===== config.mk =====
export PLATFORM = sky130hd
export DESIGN_NAME = a51_keystream_generator_flat
export DESIGN_NICKNAME = d
export VERILOG_FILES = /design/src/rtl/a51_pkg.sv /design/src/rtl/a51_in_if.sv /design/src/rtl/a51_out_if.sv /design/src/rtl/a51_ctrl.sv /design/src/rtl/a51_dp.sv /design/src/rtl/a51_keystream_generator.sv /design/src/flat_wrapper.sv
export SDC_FILE = /design/constraint.sdc
export NUM_CORES = 1
export LEC_CHECK = 0
export ABC_AREA = 1
export BUFFER_PORTS_ARGS = -buffer_cell sky130_fd_sc_hd__buf_2
export CORE_ASPECT_RATIO = 2
export CORE_MARGIN = 10
export CORE_UTILIZATION = 64
export CTS_BUF_LIST = sky130_fd_sc_hd__clkbuf_4 sky130_fd_sc_hd__clkbuf_8
export DETAILED_ROUTE_END_ITERATION = 8
export GPL_ROUTABILITY_DRIVEN = 0
export GPL_TIMING_DRIVEN = 1
export PLACE_DENSITY = 0.88
export SYNTH_ARGS = -nofsm -noshare
export SYNTH_HDL_FRONTEND = slang
export SYNTH_HIERARCHICAL = 1
export SYNTH_SLANG_ARGS = --single-unit

===== constraint.sdc =====
create_clock -name clk_i -period 5.3 [get_ports clk_i]
set_clock_uncertainty 0.1 [all_clocks]
set_input_delay 0.53 -clock clk_i [delete_from_list [all_inputs] [get_ports clk_i]]
set_output_delay 0.53 -clock clk_i [all_outputs]
set_load 0.01 [all_outputs]

===== src/rtl/a51_pkg.sv =====
// Package for the A5/1-style keystream generator: register lengths, taps,
// clocking bits, register indexes, command struct and state encoding. No dependencies.
`default_nettype none

package a51_pkg;

  localparam int unsigned R1_LEN      = 19;
  localparam int unsigned R2_LEN      = 22;
  localparam int unsigned R3_LEN      = 23;
  localparam int unsigned KEY_BITS    = 64;
  localparam int unsigned FRAME_BITS  = 22;
  localparam int unsigned LOAD_BITS   = KEY_BITS + FRAME_BITS;
  localparam int unsigned WARM_W      = 8;
  localparam int unsigned CNT_W       = 8;

  localparam logic [R1_LEN-1:0] R1_TAPS = 19'h72000;
  localparam logic [R2_LEN-1:0] R2_TAPS = 22'h300000;
  localparam logic [R3_LEN-1:0] R3_TAPS = 23'h700080;

  localparam int unsigned R1_CLK = 8;
  localparam int unsigned R2_CLK = 10;
  localparam int unsigned R3_CLK = 10;

  localparam logic [CNT_W-1:0] LOAD_LAST = CNT_W'(LOAD_BITS - 1);
  localparam logic [WARM_W-1:0] WARM_RESET = 8'd16;

  localparam logic [1:0] IDX_KEY  = 2'd0;
  localparam logic [1:0] IDX_WARM = 2'd1;
  localparam logic [1:0] IDX_TOP  = 2'd2;

  typedef enum logic [1:0] {
    ST_IDLE,
    ST_LOAD,
    ST_WARM
  } a51_state_e;

  typedef struct packed {
    logic start;
    logic load_step;
    logic warm_step;
    logic gen;
  } a51_cmd_t;

  function automatic logic [R1_LEN-1:0] step_r1(logic [R1_LEN-1:0] r, logic b);
    step_r1 = {r[R1_LEN-2:0], (^(r & R1_TAPS)) ^ b};
  endfunction

  function automatic logic [R2_LEN-1:0] step_r2(logic [R2_LEN-1:0] r, logic b);
    step_r2 = {r[R2_LEN-2:0], (^(r & R2_TAPS)) ^ b};
  endfunction

  function automatic logic [R3_LEN-1:0] step_r3(logic [R3_LEN-1:0] r, logic b);
    step_r3 = {r[R3_LEN-2:0], (^(r & R3_TAPS)) ^ b};
  endfunction

endpackage

`default_nettype wire


===== src/rtl/a51_in_if.sv =====
// Input channel: valid/ready handshake carrying action and frame number.
// Depends on a51_pkg for the frame width.
`default_nettype none

interface a51_in_if;
  import a51_pkg::*;

  logic                  valid;
  logic                  ready;
  logic                  action;
  logic [FRAME_BITS-1:0] frame_number;

  modport source (output valid, output action, output frame_number, input ready);
  modport sink   (input valid, input action, input frame_number, output ready);
endinterface

`default_nettype wire


===== src/rtl/a51_out_if.sv =====
// Output channel: valid/ready handshake carrying one keystream bit.
// No dependencies.
`default_nettype none

interface a51_out_if;
  logic valid;
  logic ready;
  logic keystream_bit;

  modport source (output valid, output keystream_bit, input ready);
  modport sink   (input valid, input keystream_bit, output ready);
endinterface

`default_nettype wire


===== src/rtl/a51_ctrl.sv =====
// Controller: frame start sequencing (load, warm-up), input and output handshake.
// Depends on a51_pkg.
`default_nettype none

module a51_ctrl (
  input  wire logic                      clk_i,
  input  wire logic                      rst_ni,
  input  wire logic                      in_valid_i,
  input  wire logic                      in_action_i,
  output logic                           in_ready_o,
  output logic                           out_valid_o,
  input  wire logic                      out_ready_i,
  input  wire logic [a51_pkg::WARM_W-1:0] warmup_i,
  output a51_pkg::a51_cmd_t              cmd_o
);
  import a51_pkg::*;

  a51_state_e       state_q, state_d;
  logic [CNT_W-1:0] cnt_q, cnt_d;
  logic             out_valid_q, out_valid_d;
  logic             accept;

  always_ff @(posedge clk_i or negedge rst_ni) begin
    if (!rst_ni) begin
      state_q     <= ST_IDLE;
      cnt_q       <= '0;
      out_valid_q <= 1'b0;
    end else begin
      state_q     <= state_d;
      cnt_q       <= cnt_d;
      out_valid_q <= out_valid_d;
    end
  end

  always_comb begin
    state_d    = state_q;
    cnt_d      = cnt_q;
    cmd_o      = '0;
    in_ready_o = 1'b0;
    accept     = 1'b0;
    unique case (state_q)
      ST_IDLE: begin
        in_ready_o = !out_valid_q || out_ready_i;
        accept     = in_valid_i && in_ready_o;
        if (accept) begin
          if (in_action_i) begin
            cmd_o.gen = 1'b1;
          end else begin
            cmd_o.start = 1'b1;
            cnt_d       = '0;
            state_d     = ST_LOAD;
          end
        end
      end
      ST_LOAD: begin
        cmd_o.load_step = 1'b1;
        cnt_d           = cnt_q + CNT_W'(1);
        if (cnt_q == LOAD_LAST) begin
          cnt_d   = '0;
          state_d = (warmup_i == '0) ? ST_IDLE : ST_WARM;
        end
      end
      ST_WARM: begin
        cmd_o.warm_step = 1'b1;
        cnt_d           = cnt_q + CNT_W'(1);
        if (cnt_q == CNT_W'(warmup_i - WARM_W'(1))) begin
          state_d = ST_IDLE;
        end
      end
      default: state_d = ST_IDLE;
    endcase
    out_valid_d = (out_valid_q && !out_ready_i) || cmd_o.gen;
  end

  assign out_valid_o = out_valid_q;

endmodule

`default_nettype wire


===== src/rtl/a51_dp.sv =====
// Datapath: the three shift registers, load shift line and keystream register.
// Depends on a51_pkg.
`default_nettype none

module a51_dp (
  input  wire logic                          clk_i,
  input  wire logic                          rst_ni,
  input  wire a51_pkg::a51_cmd_t             cmd_i,
  input  wire logic [a51_pkg::KEY_BITS-1:0]   key_i,
  input  wire logic [a51_pkg::FRAME_BITS-1:0] frame_i,
  input  wire logic                          from_top_i,
  output logic                               ks_bit_o
);
  import a51_pkg::*;

  logic [R1_LEN-1:0]    r1_q, r1_d, r1_maj;
  logic [R2_LEN-1:0]    r2_q, r2_d, r2_maj;
  logic [R3_LEN-1:0]    r3_q, r3_d, r3_maj;
  logic [LOAD_BITS-1:0] ld_q, ld_d;
  logic                 ks_q, ks_d;
  logic                 c1, c2, c3, maj;

  always_ff @(posedge clk_i or negedge rst_ni) begin
    if (!rst_ni) begin
      r1_q <= '0;
      r2_q <= '0;
      r3_q <= '0;
    end else begin
      r1_q <= r1_d;
      r2_q <= r2_d;
      r3_q <= r3_d;
    end
  end

  always_ff @(posedge clk_i) begin
    ld_q <= ld_d;
    ks_q <= ks_d;
  end

  always_comb begin
    c1     = r1_q[R1_CLK];
    c2     = r2_q[R2_CLK];
    c3     = r3_q[R3_CLK];
    maj    = (c1 & c2) | (c1 & c3) | (c2 & c3);
    r1_maj = (c1 == maj) ? step_r1(r1_q, 1'b0) : r1_q;
    r2_maj = (c2 == maj) ? step_r2(r2_q, 1'b0) : r2_q;
    r3_maj = (c3 == maj) ? step_r3(r3_q, 1'b0) : r3_q;

    r1_d = r1_q;
    r2_d = r2_q;
    r3_d = r3_q;
    ld_d = ld_q;
    ks_d = ks_q;
    priority if (cmd_i.start) begin
      r1_d = '0;
      r2_d = '0;
      r3_d = '0;
      ld_d = {frame_i, key_i};
    end else if (cmd_i.load_step) begin
      r1_d = step_r1(r1_q, ld_q[0]);
      r2_d = step_r2(r2_q, ld_q[0]);
      r3_d = step_r3(r3_q, ld_q[0]);
      ld_d = {1'b0, ld_q[LOAD_BITS-1:1]};
    end else if (cmd_i.warm_step || cmd_i.gen) begin
      r1_d = r1_maj;
      r2_d = r2_maj;
      r3_d = r3_maj;
      if (cmd_i.gen) begin
        ks_d = from_top_i ? (r1_maj[R1_LEN-1] ^ r2_maj[R2_LEN-1] ^ r3_maj[R3_LEN-1])
                          : (r1_maj[0] ^ r2_maj[0] ^ r3_maj[0]);
      end
    end else begin
      ks_d = ks_q;
    end
  end

  assign ks_bit_o = ks_q;

endmodule

`default_nettype wire


===== src/rtl/a51_keystream_generator.sv =====
// Top level: APB-style configuration registers, controller and datapath.
// Depends on a51_pkg, a51_in_if, a51_out_if, a51_ctrl and a51_dp.
//
//   channel  direction  fields                        handshake
//   in_i     sink       action, frame_number          valid/ready
//   out_o    source     keystream_bit                 valid/ready
//   apb      slave      cipher_key @0x00, warmup_steps @0x08, output_from_top @0x10
//
// A generate transaction's bit is registered and shown the next cycle.
// A start transaction clears the registers and holds the input while the datapath makes 86 load
// shifts and then warmup_steps majority-clocked warm-up steps, one per cycle.
// A new transaction is taken while a result waits only if that result is taken the same cycle.
// Reset clears the shift registers and sets the configuration registers to their defaults.
`default_nettype none

module a51_keystream_generator (
  input  wire logic        clk_i,
  input  wire logic        rst_ni,
  a51_in_if.sink           in_i,
  a51_out_if.source        out_o,
  input  wire logic        psel,
  input  wire logic        penable,
  input  wire logic        pwrite,
  input  wire logic [4:0]  paddr,
  input  wire logic [63:0] pwdata,
  output logic      [63:0] prdata,
  output logic             pready
);
  import a51_pkg::*;

  logic [KEY_BITS-1:0] key_q;
  logic [WARM_W-1:0]   warm_q;
  logic                top_q;
  logic                wr_en;
  logic [1:0]          idx;
  a51_cmd_t            cmd;

  assign pready = 1'b1;
  assign idx    = paddr[4:3];
  assign wr_en  = psel && penable && pwrite;

  always_ff @(posedge clk_i or negedge rst_ni) begin
    if (!rst_ni) begin
      key_q  <= '0;
      warm_q <= WARM_RESET;
      top_q  <= 1'b0;
    end else if (wr_en) begin
      unique case (idx)
        IDX_KEY:  key_q  <= pwdata;
        IDX_WARM: warm_q <= pwdata[WARM_W-1:0];
        IDX_TOP:  top_q  <= pwdata[0];
        default:  ;
      endcase
    end
  end

  always_comb begin
    unique case (idx)
      IDX_KEY:  prdata = key_q;
      IDX_WARM: prdata = {{(64-WARM_W){1'b0}}, warm_q};
      IDX_TOP:  prdata = {63'd0, top_q};
      default:  prdata = '0;
    endcase
  end

  a51_ctrl u_ctrl (
    .clk_i       (clk_i),
    .rst_ni      (rst_ni),
    .in_valid_i  (in_i.valid),
    .in_action_i (in_i.action),
    .in_ready_o  (in_i.ready),
    .out_valid_o (out_o.valid),
    .out_ready_i (out_o.ready),
    .warmup_i    (warm_q),
    .cmd_o       (cmd)
  );

  a51_dp u_dp (
    .clk_i      (clk_i),
    .rst_ni     (rst_ni),
    .cmd_i      (cmd),
    .key_i      (key_q),
    .frame_i    (in_i.frame_number),
    .from_top_i (top_q),
    .ks_bit_o   (out_o.keystream_bit)
  );

endmodule

`default_nettype wire

===== src/flat_wrapper.sv =====
// flat-port wrapper written by rule: the top's interface ports become plain ports
module a51_keystream_generator_flat import a51_pkg::*;
  (clk_i, rst_ni, psel, penable, pwrite, paddr, pwdata, prdata, pready, in_i_valid, in_i_action, in_i_frame_number, in_i_ready, out_o_valid, out_o_keystream_bit, out_o_ready);
  a51_in_if in_i_i ();
  a51_out_if out_o_i ();
  input  wire logic clk_i;
  input  wire logic rst_ni;
  input  wire logic psel;
  input  wire logic penable;
  input  wire logic pwrite;
  input  wire logic [4:0] paddr;
  input  wire logic [63:0] pwdata;
  output logic      [63:0] prdata;
  output logic pready;
  input wire logic [$bits(in_i_i.valid)-1:0] in_i_valid;
  input wire logic [$bits(in_i_i.action)-1:0] in_i_action;
  input wire logic [$bits(in_i_i.frame_number)-1:0] in_i_frame_number;
  output wire logic [$bits(in_i_i.ready)-1:0] in_i_ready;
  output wire logic [$bits(out_o_i.valid)-1:0] out_o_valid;
  output wire logic [$bits(out_o_i.keystream_bit)-1:0] out_o_keystream_bit;
  input wire logic [$bits(out_o_i.ready)-1:0] out_o_ready;
  assign in_i_i.valid = in_i_valid;
  assign in_i_i.action = in_i_action;
  assign in_i_i.frame_number = in_i_frame_number;
  assign in_i_ready = in_i_i.ready;
  assign out_o_valid = out_o_i.valid;
  assign out_o_keystream_bit = out_o_i.keystream_bit;
  assign out_o_i.ready = out_o_ready;
  a51_keystream_generator u_core (.clk_i(clk_i), .rst_ni(rst_ni), .in_i(in_i_i), .out_o(out_o_i), .psel(psel), .penable(penable), .pwrite(pwrite), .paddr(paddr), .pwdata(pwdata), .prdata(prdata), .pready(pready));
endmodule

; After elaboration in Yosys (flattened, before gate mapping)
; Index checks and enable logic that the tools add are counted.
[word_totals]
regBits = 235
wordCells = 108
inputBits = 99
out_inout_bits = 68
[classes]
muxes = 35
addsub = 2
eq_ne = 13
bitwise_logic = 14
n_reduce_logical = 30
[op_table]
columns = op, count
row1 = $pmux W64 S3, 1
row2 = $mux W86, 2
row3 = $mux W23, 4
row4 = $mux W22, 4
row5 = $mux W19, 4
row6 = $mux W8, 3
row7 = $pmux W8 S3, 1
row8 = $reduce_xor A23 Y1, 1
row9 = $reduce_xor A22 Y1, 1
row10 = $reduce_xor A19 Y1, 1
row11 = $reduce_bool A3 Y1, 5
row12 = $reduce_and A2 Y1, 6
row13 = $mux W1, 10
row14 = $mux W2, 5
row15 = $add A8 B1 Y8 const B, 1
row16 = $eq A8 B7 Y1 const B, 1
row17 = $eq A8 B8 Y1, 1
row18 = $logic_not A8 Y1, 1
row19 = $ne A2 B2 Y1 const B, 4
row20 = $reduce_and A4 Y1, 2
row21 = $sub A8 B1 Y8 const B, 1
row22 = $xor A1 B1 Y1, 7
row23 = $pmux W2 S3, 1
row24 = $eq A2 B1 Y1 const B, 2
row25 = 11 further kinds, 25

; Depth between registers and ports, before layout
[depth]
depth_word = 9
ltp_mapped = 14
mapped_depth_nobuf = 14

; Modules after synthesis
; Netlist, hierarchy kept.
[modules_own_cells]
columns = mod, instances, seq_area_each_um2, area_per_inst_um2, cells_per_inst
row1 = a51_dp, 1, 4214.0, 6671.4, 727
row2 = a51_keystream_generator, 1, 1828.0, 3382.0, 465
row3 = a51_ctrl, 1, 275.3, 1017.2, 152

; Worst setup path before layout
; Ideal clock, no wire load.
[synth_path]
kind = input to register
from = input port out_o_ready
to = register u_core.u_dp.r1_q[14]
t_arrival_ps = 2779
stages = 11
setup_ps = 76
slack_ps = 2344
path_cell_list = inv_1 a21oi_2 nand3_1 inv_1 nor2_2 inv_2 nor3_4 a21oi_1 buf_2 nand3_1 o21ai_1
[synth_lines]
columns = element, line_no
row1 = from (decl), flat_wrapper.sv:21  ; input wire logic [$bits(out_o_i.ready)-1:0] out_o_ready;
row2 = to (signal assigned), a51_dp.sv:29  ; r1_q <= r1_d;
row3 = to (decl), a51_dp.sv:16  ; logic [R1_LEN-1:0] r1_q, r1_d, r1_maj;

==> reports/metrics.cfg <==
[sta]
rsz0062_at_grt=no
finalSetupViolations=0
period_minus_slack_ps=2910
min_period_over_period_pct=54.9
worst_slack_ps=2390
slew_viol_final=0
setup-tns-final_ps=0
tightestPinTransition_ps=1300
fin_hold_ws_ps=-14.9
slew_headroom_pct=13.3
finalHoldViolations=9
max_freq_mhz=343

[power]
power_density_nw_per_um2=538
leakagePower_uw=0.00654
intPower_uw=4330
comb_power_share_pct=31.5
p_clk_share_pct=22.7
switchingPower_uw=2480
ir_worst_vdd_v=0.000374
p_seq_share_pct=45.7
switching_share_pct=36.4

[clock_tree]
path_clk_slew_ps=70
clkLatencyLatePin_ps=570
cts_buffer_depth=3
cts_tree=yes
cts_buffers=31
cts_sinks=235
cts_root_buf=clkbuf_8
cts_resized=0
cts.htree.levels=1
post_cts_buffers=0
cts_hold_repair.buffers=0

[setup_path]
worstSetupEndpointType=register
startpoint=u_core/u_ctrl/state_q[1]
cp_num_buf_inv=3
cpPeakStageDelay_ps=950
cpMostUsedCell=nand3_1
crit_type=register to register
reg2reg_from=u_core/u_ctrl/state_q[1]
start_kind=register
cp_max_fo=34
crit_slowest_cell=a21oi_2
path_cells=inv_1 > ha_1 > nand3_1 > inv_2 > nor2_2 > clkinv_2 > nor3_4 > a21oi_2 > nand3_1 > o21ai_1
arrival_ps=3290
r2r_slack_ps=2390
r2r-end=u_core/u_dp/r1_q[2]
required_ps=5680
reg2reg_depth=10
cp_top_family=compound AO/OA/AOI/OAI gates

[floorplanning]
num_rows=68
fp.dieArea_sq_um=23300
ios=167
core_area_sq_um=17100
die_h_microns=206
die_w_microns=113
start_util_pct=64.7

[drt]
avgViaCountPerCell=5.25
drcViolationCount=0
drt_wl_total_microns=25200
wl_per_cell_microns=14.6
antenna_left=0
dr_total_vias=9070
drtIter0Drc=953
drt_pre_antenna_iters=6

[logic_synthesis]
yosysWarnings=6
ys_async_sr_fraction_pct=63.0
ys_ff_latch=235
synth-seq-area-share_pct=57.1
synth_cell_types=36
syn_nets=1453
syn_area_sq_um=11100
yosys.area.top_type_share_pct=33.2
yosysTopAreaCell=dfrtp_1
postSynthCellCount=1344
synth.avg_cell_area_sq_um=8.24
synth.top_cells.by_area=dfrtp_1 33%, edfxtp_1 24%, nand2_1 20%
yosys_most_used_dff=dfrtp_1
synth.most_common_cell=nand2_1
ys_top_cells_by_count=583 x nand2_1, 147 x dfrtp_1, 145 x inv_1
synth_edf_count=87

[finish]
drive_above_1_share_pct=17.0
diodes=0
nNetsFinal=1600
syn_to_final_growth_pct=14.5
fill_cells=1198

[placed_design]
dpl.hpwl_microns=16700
port_buffers=162
pre_cts_ws_ps=2220

[worst_hold_path]
hp-class=input port to asynchronous set/reset pin

[status]
failed_checks=hold timing
status=finished, violations left

[global_routing]
overflow=0
grt_max_degree=108
grt_use_total_pct=21.1
grt_first_pass_wirelength_microns=42000
grt_pass1_vias=8979
antenna_found_initial=0

[run]
max_cap_viol_count=0

layout make-up:
cell class	instances	area (sq um)	share of cell area, %
multi-input cells	901	3920	30.9
inverters	152	572	4.51
flip-flops and latches	235	6320	49.8
clock inverters	14	174	1.37
clock buffers	44	556	4.38
well taps	210	263	2.07
repair buffers	170	877	6.92
routing by layer:
| layer | vias to the layer above | track usage, % | wire, microns |
|---|---|---|---|
| met1 | 4217 | 28.0 | 10400 |
| met4 | 0 | 6.88 | 560 |
| met5 | - | 0 | 0 |
| li1 | 4462 | - | - |
| met3 | 44 | 3.81 | 1900 |
| met2 | 347 | 34.3 | 12300 |
through the flow:
stage | util [%] | std cells | power [uW] | hold slack, ps | area, sq um
floorplan | - | 1344 | 4680 | 134 | 11100
global placement | 69.8 | 1668 | 5120 | 380 | 11900
detailed placement | 69.8 | 1668 | 5270 | 385 | 11900
CTS | 74.1 | 1726 | 6840 | 22.6 | 12700
global route | 74.1 | 1726 | 7320 | 30.4 | 12700
finish | 74.1 | 1726 | 6820 | -14.9 | 12700
layout by cell type, fill, tap and decap left out, types with 12 or more instances in the layout:
master,count
nand2_1,583
buf_2,161
dfrtp_1,147
inv_1,144
edfxtp_1,87
nor2_1,85
nand3_1,80
o21ai_1,53
clkbuf_8,36
o21ai_0,17
a21oi_1,13
xor2_1,12
flip-flops by register name, indices dropped and copies added (netlist names):
name	cells
u_core/u_ctrl/state_q	2
u_core/u_ctrl/out_valid_o	1
u_core/u_dp/ks_bit_o	1
u_core/top_q	1
u_core/warm_q	8
u_core/u_dp/r2_q	22
u_core/u_dp/r1_q	19
u_core/u_ctrl/cnt_q	8
u_core/u_dp/r3_q	23
u_core/key_q	64
u_core/u_dp/ld_q	86
logic make-up after synthesis:
group | count (synthesis) | share of synthesized area [%]
buffers and inverters | 208 | 7.67
xor gates and xnor gates | 21 | 1.66
AOI/OAI and AO/OA | 98 | 4.66
adders and majority gates | 10 | 1.13
other | 1 | 0.0339
and+or+nand+nor | 771 | 27.8
DFF | 235 | 57.1
worst register-to-register path: cells and delay by family, from the launching register on:
kind / cells / cell delay (ps)
compound gates: 2 / 1110
simple gates: 4 / 540
buf+inv: 3 / 400
flops: 1 / 400
fa+ha+maj: 1 / 270
power groups by stage:
stage	clock network (uW)	registers (uW)	logic [uW]
global placement	0	3110	2010
floorplan	0	3040	1640
CTS	1580	3120	2150
global route	1660	3190	2470
detailed placement	0	3140	2120
finish	1550	3120	2150
worst max-delay path by stage:
stage,endpoint,cells after the start
after global routing,u_core/u_dp/r1_q[1],10
final,u_core/u_dp/r1_q[2],10
after CTS,u_core/u_dp/r1_q[2],10
after detailed placement,u_core/key_q[31],7
after floorplan,u_core/u_dp/r1_q[14],11
after global placement,u_core/key_q[53],7
(Power assumes the default switching activity.)
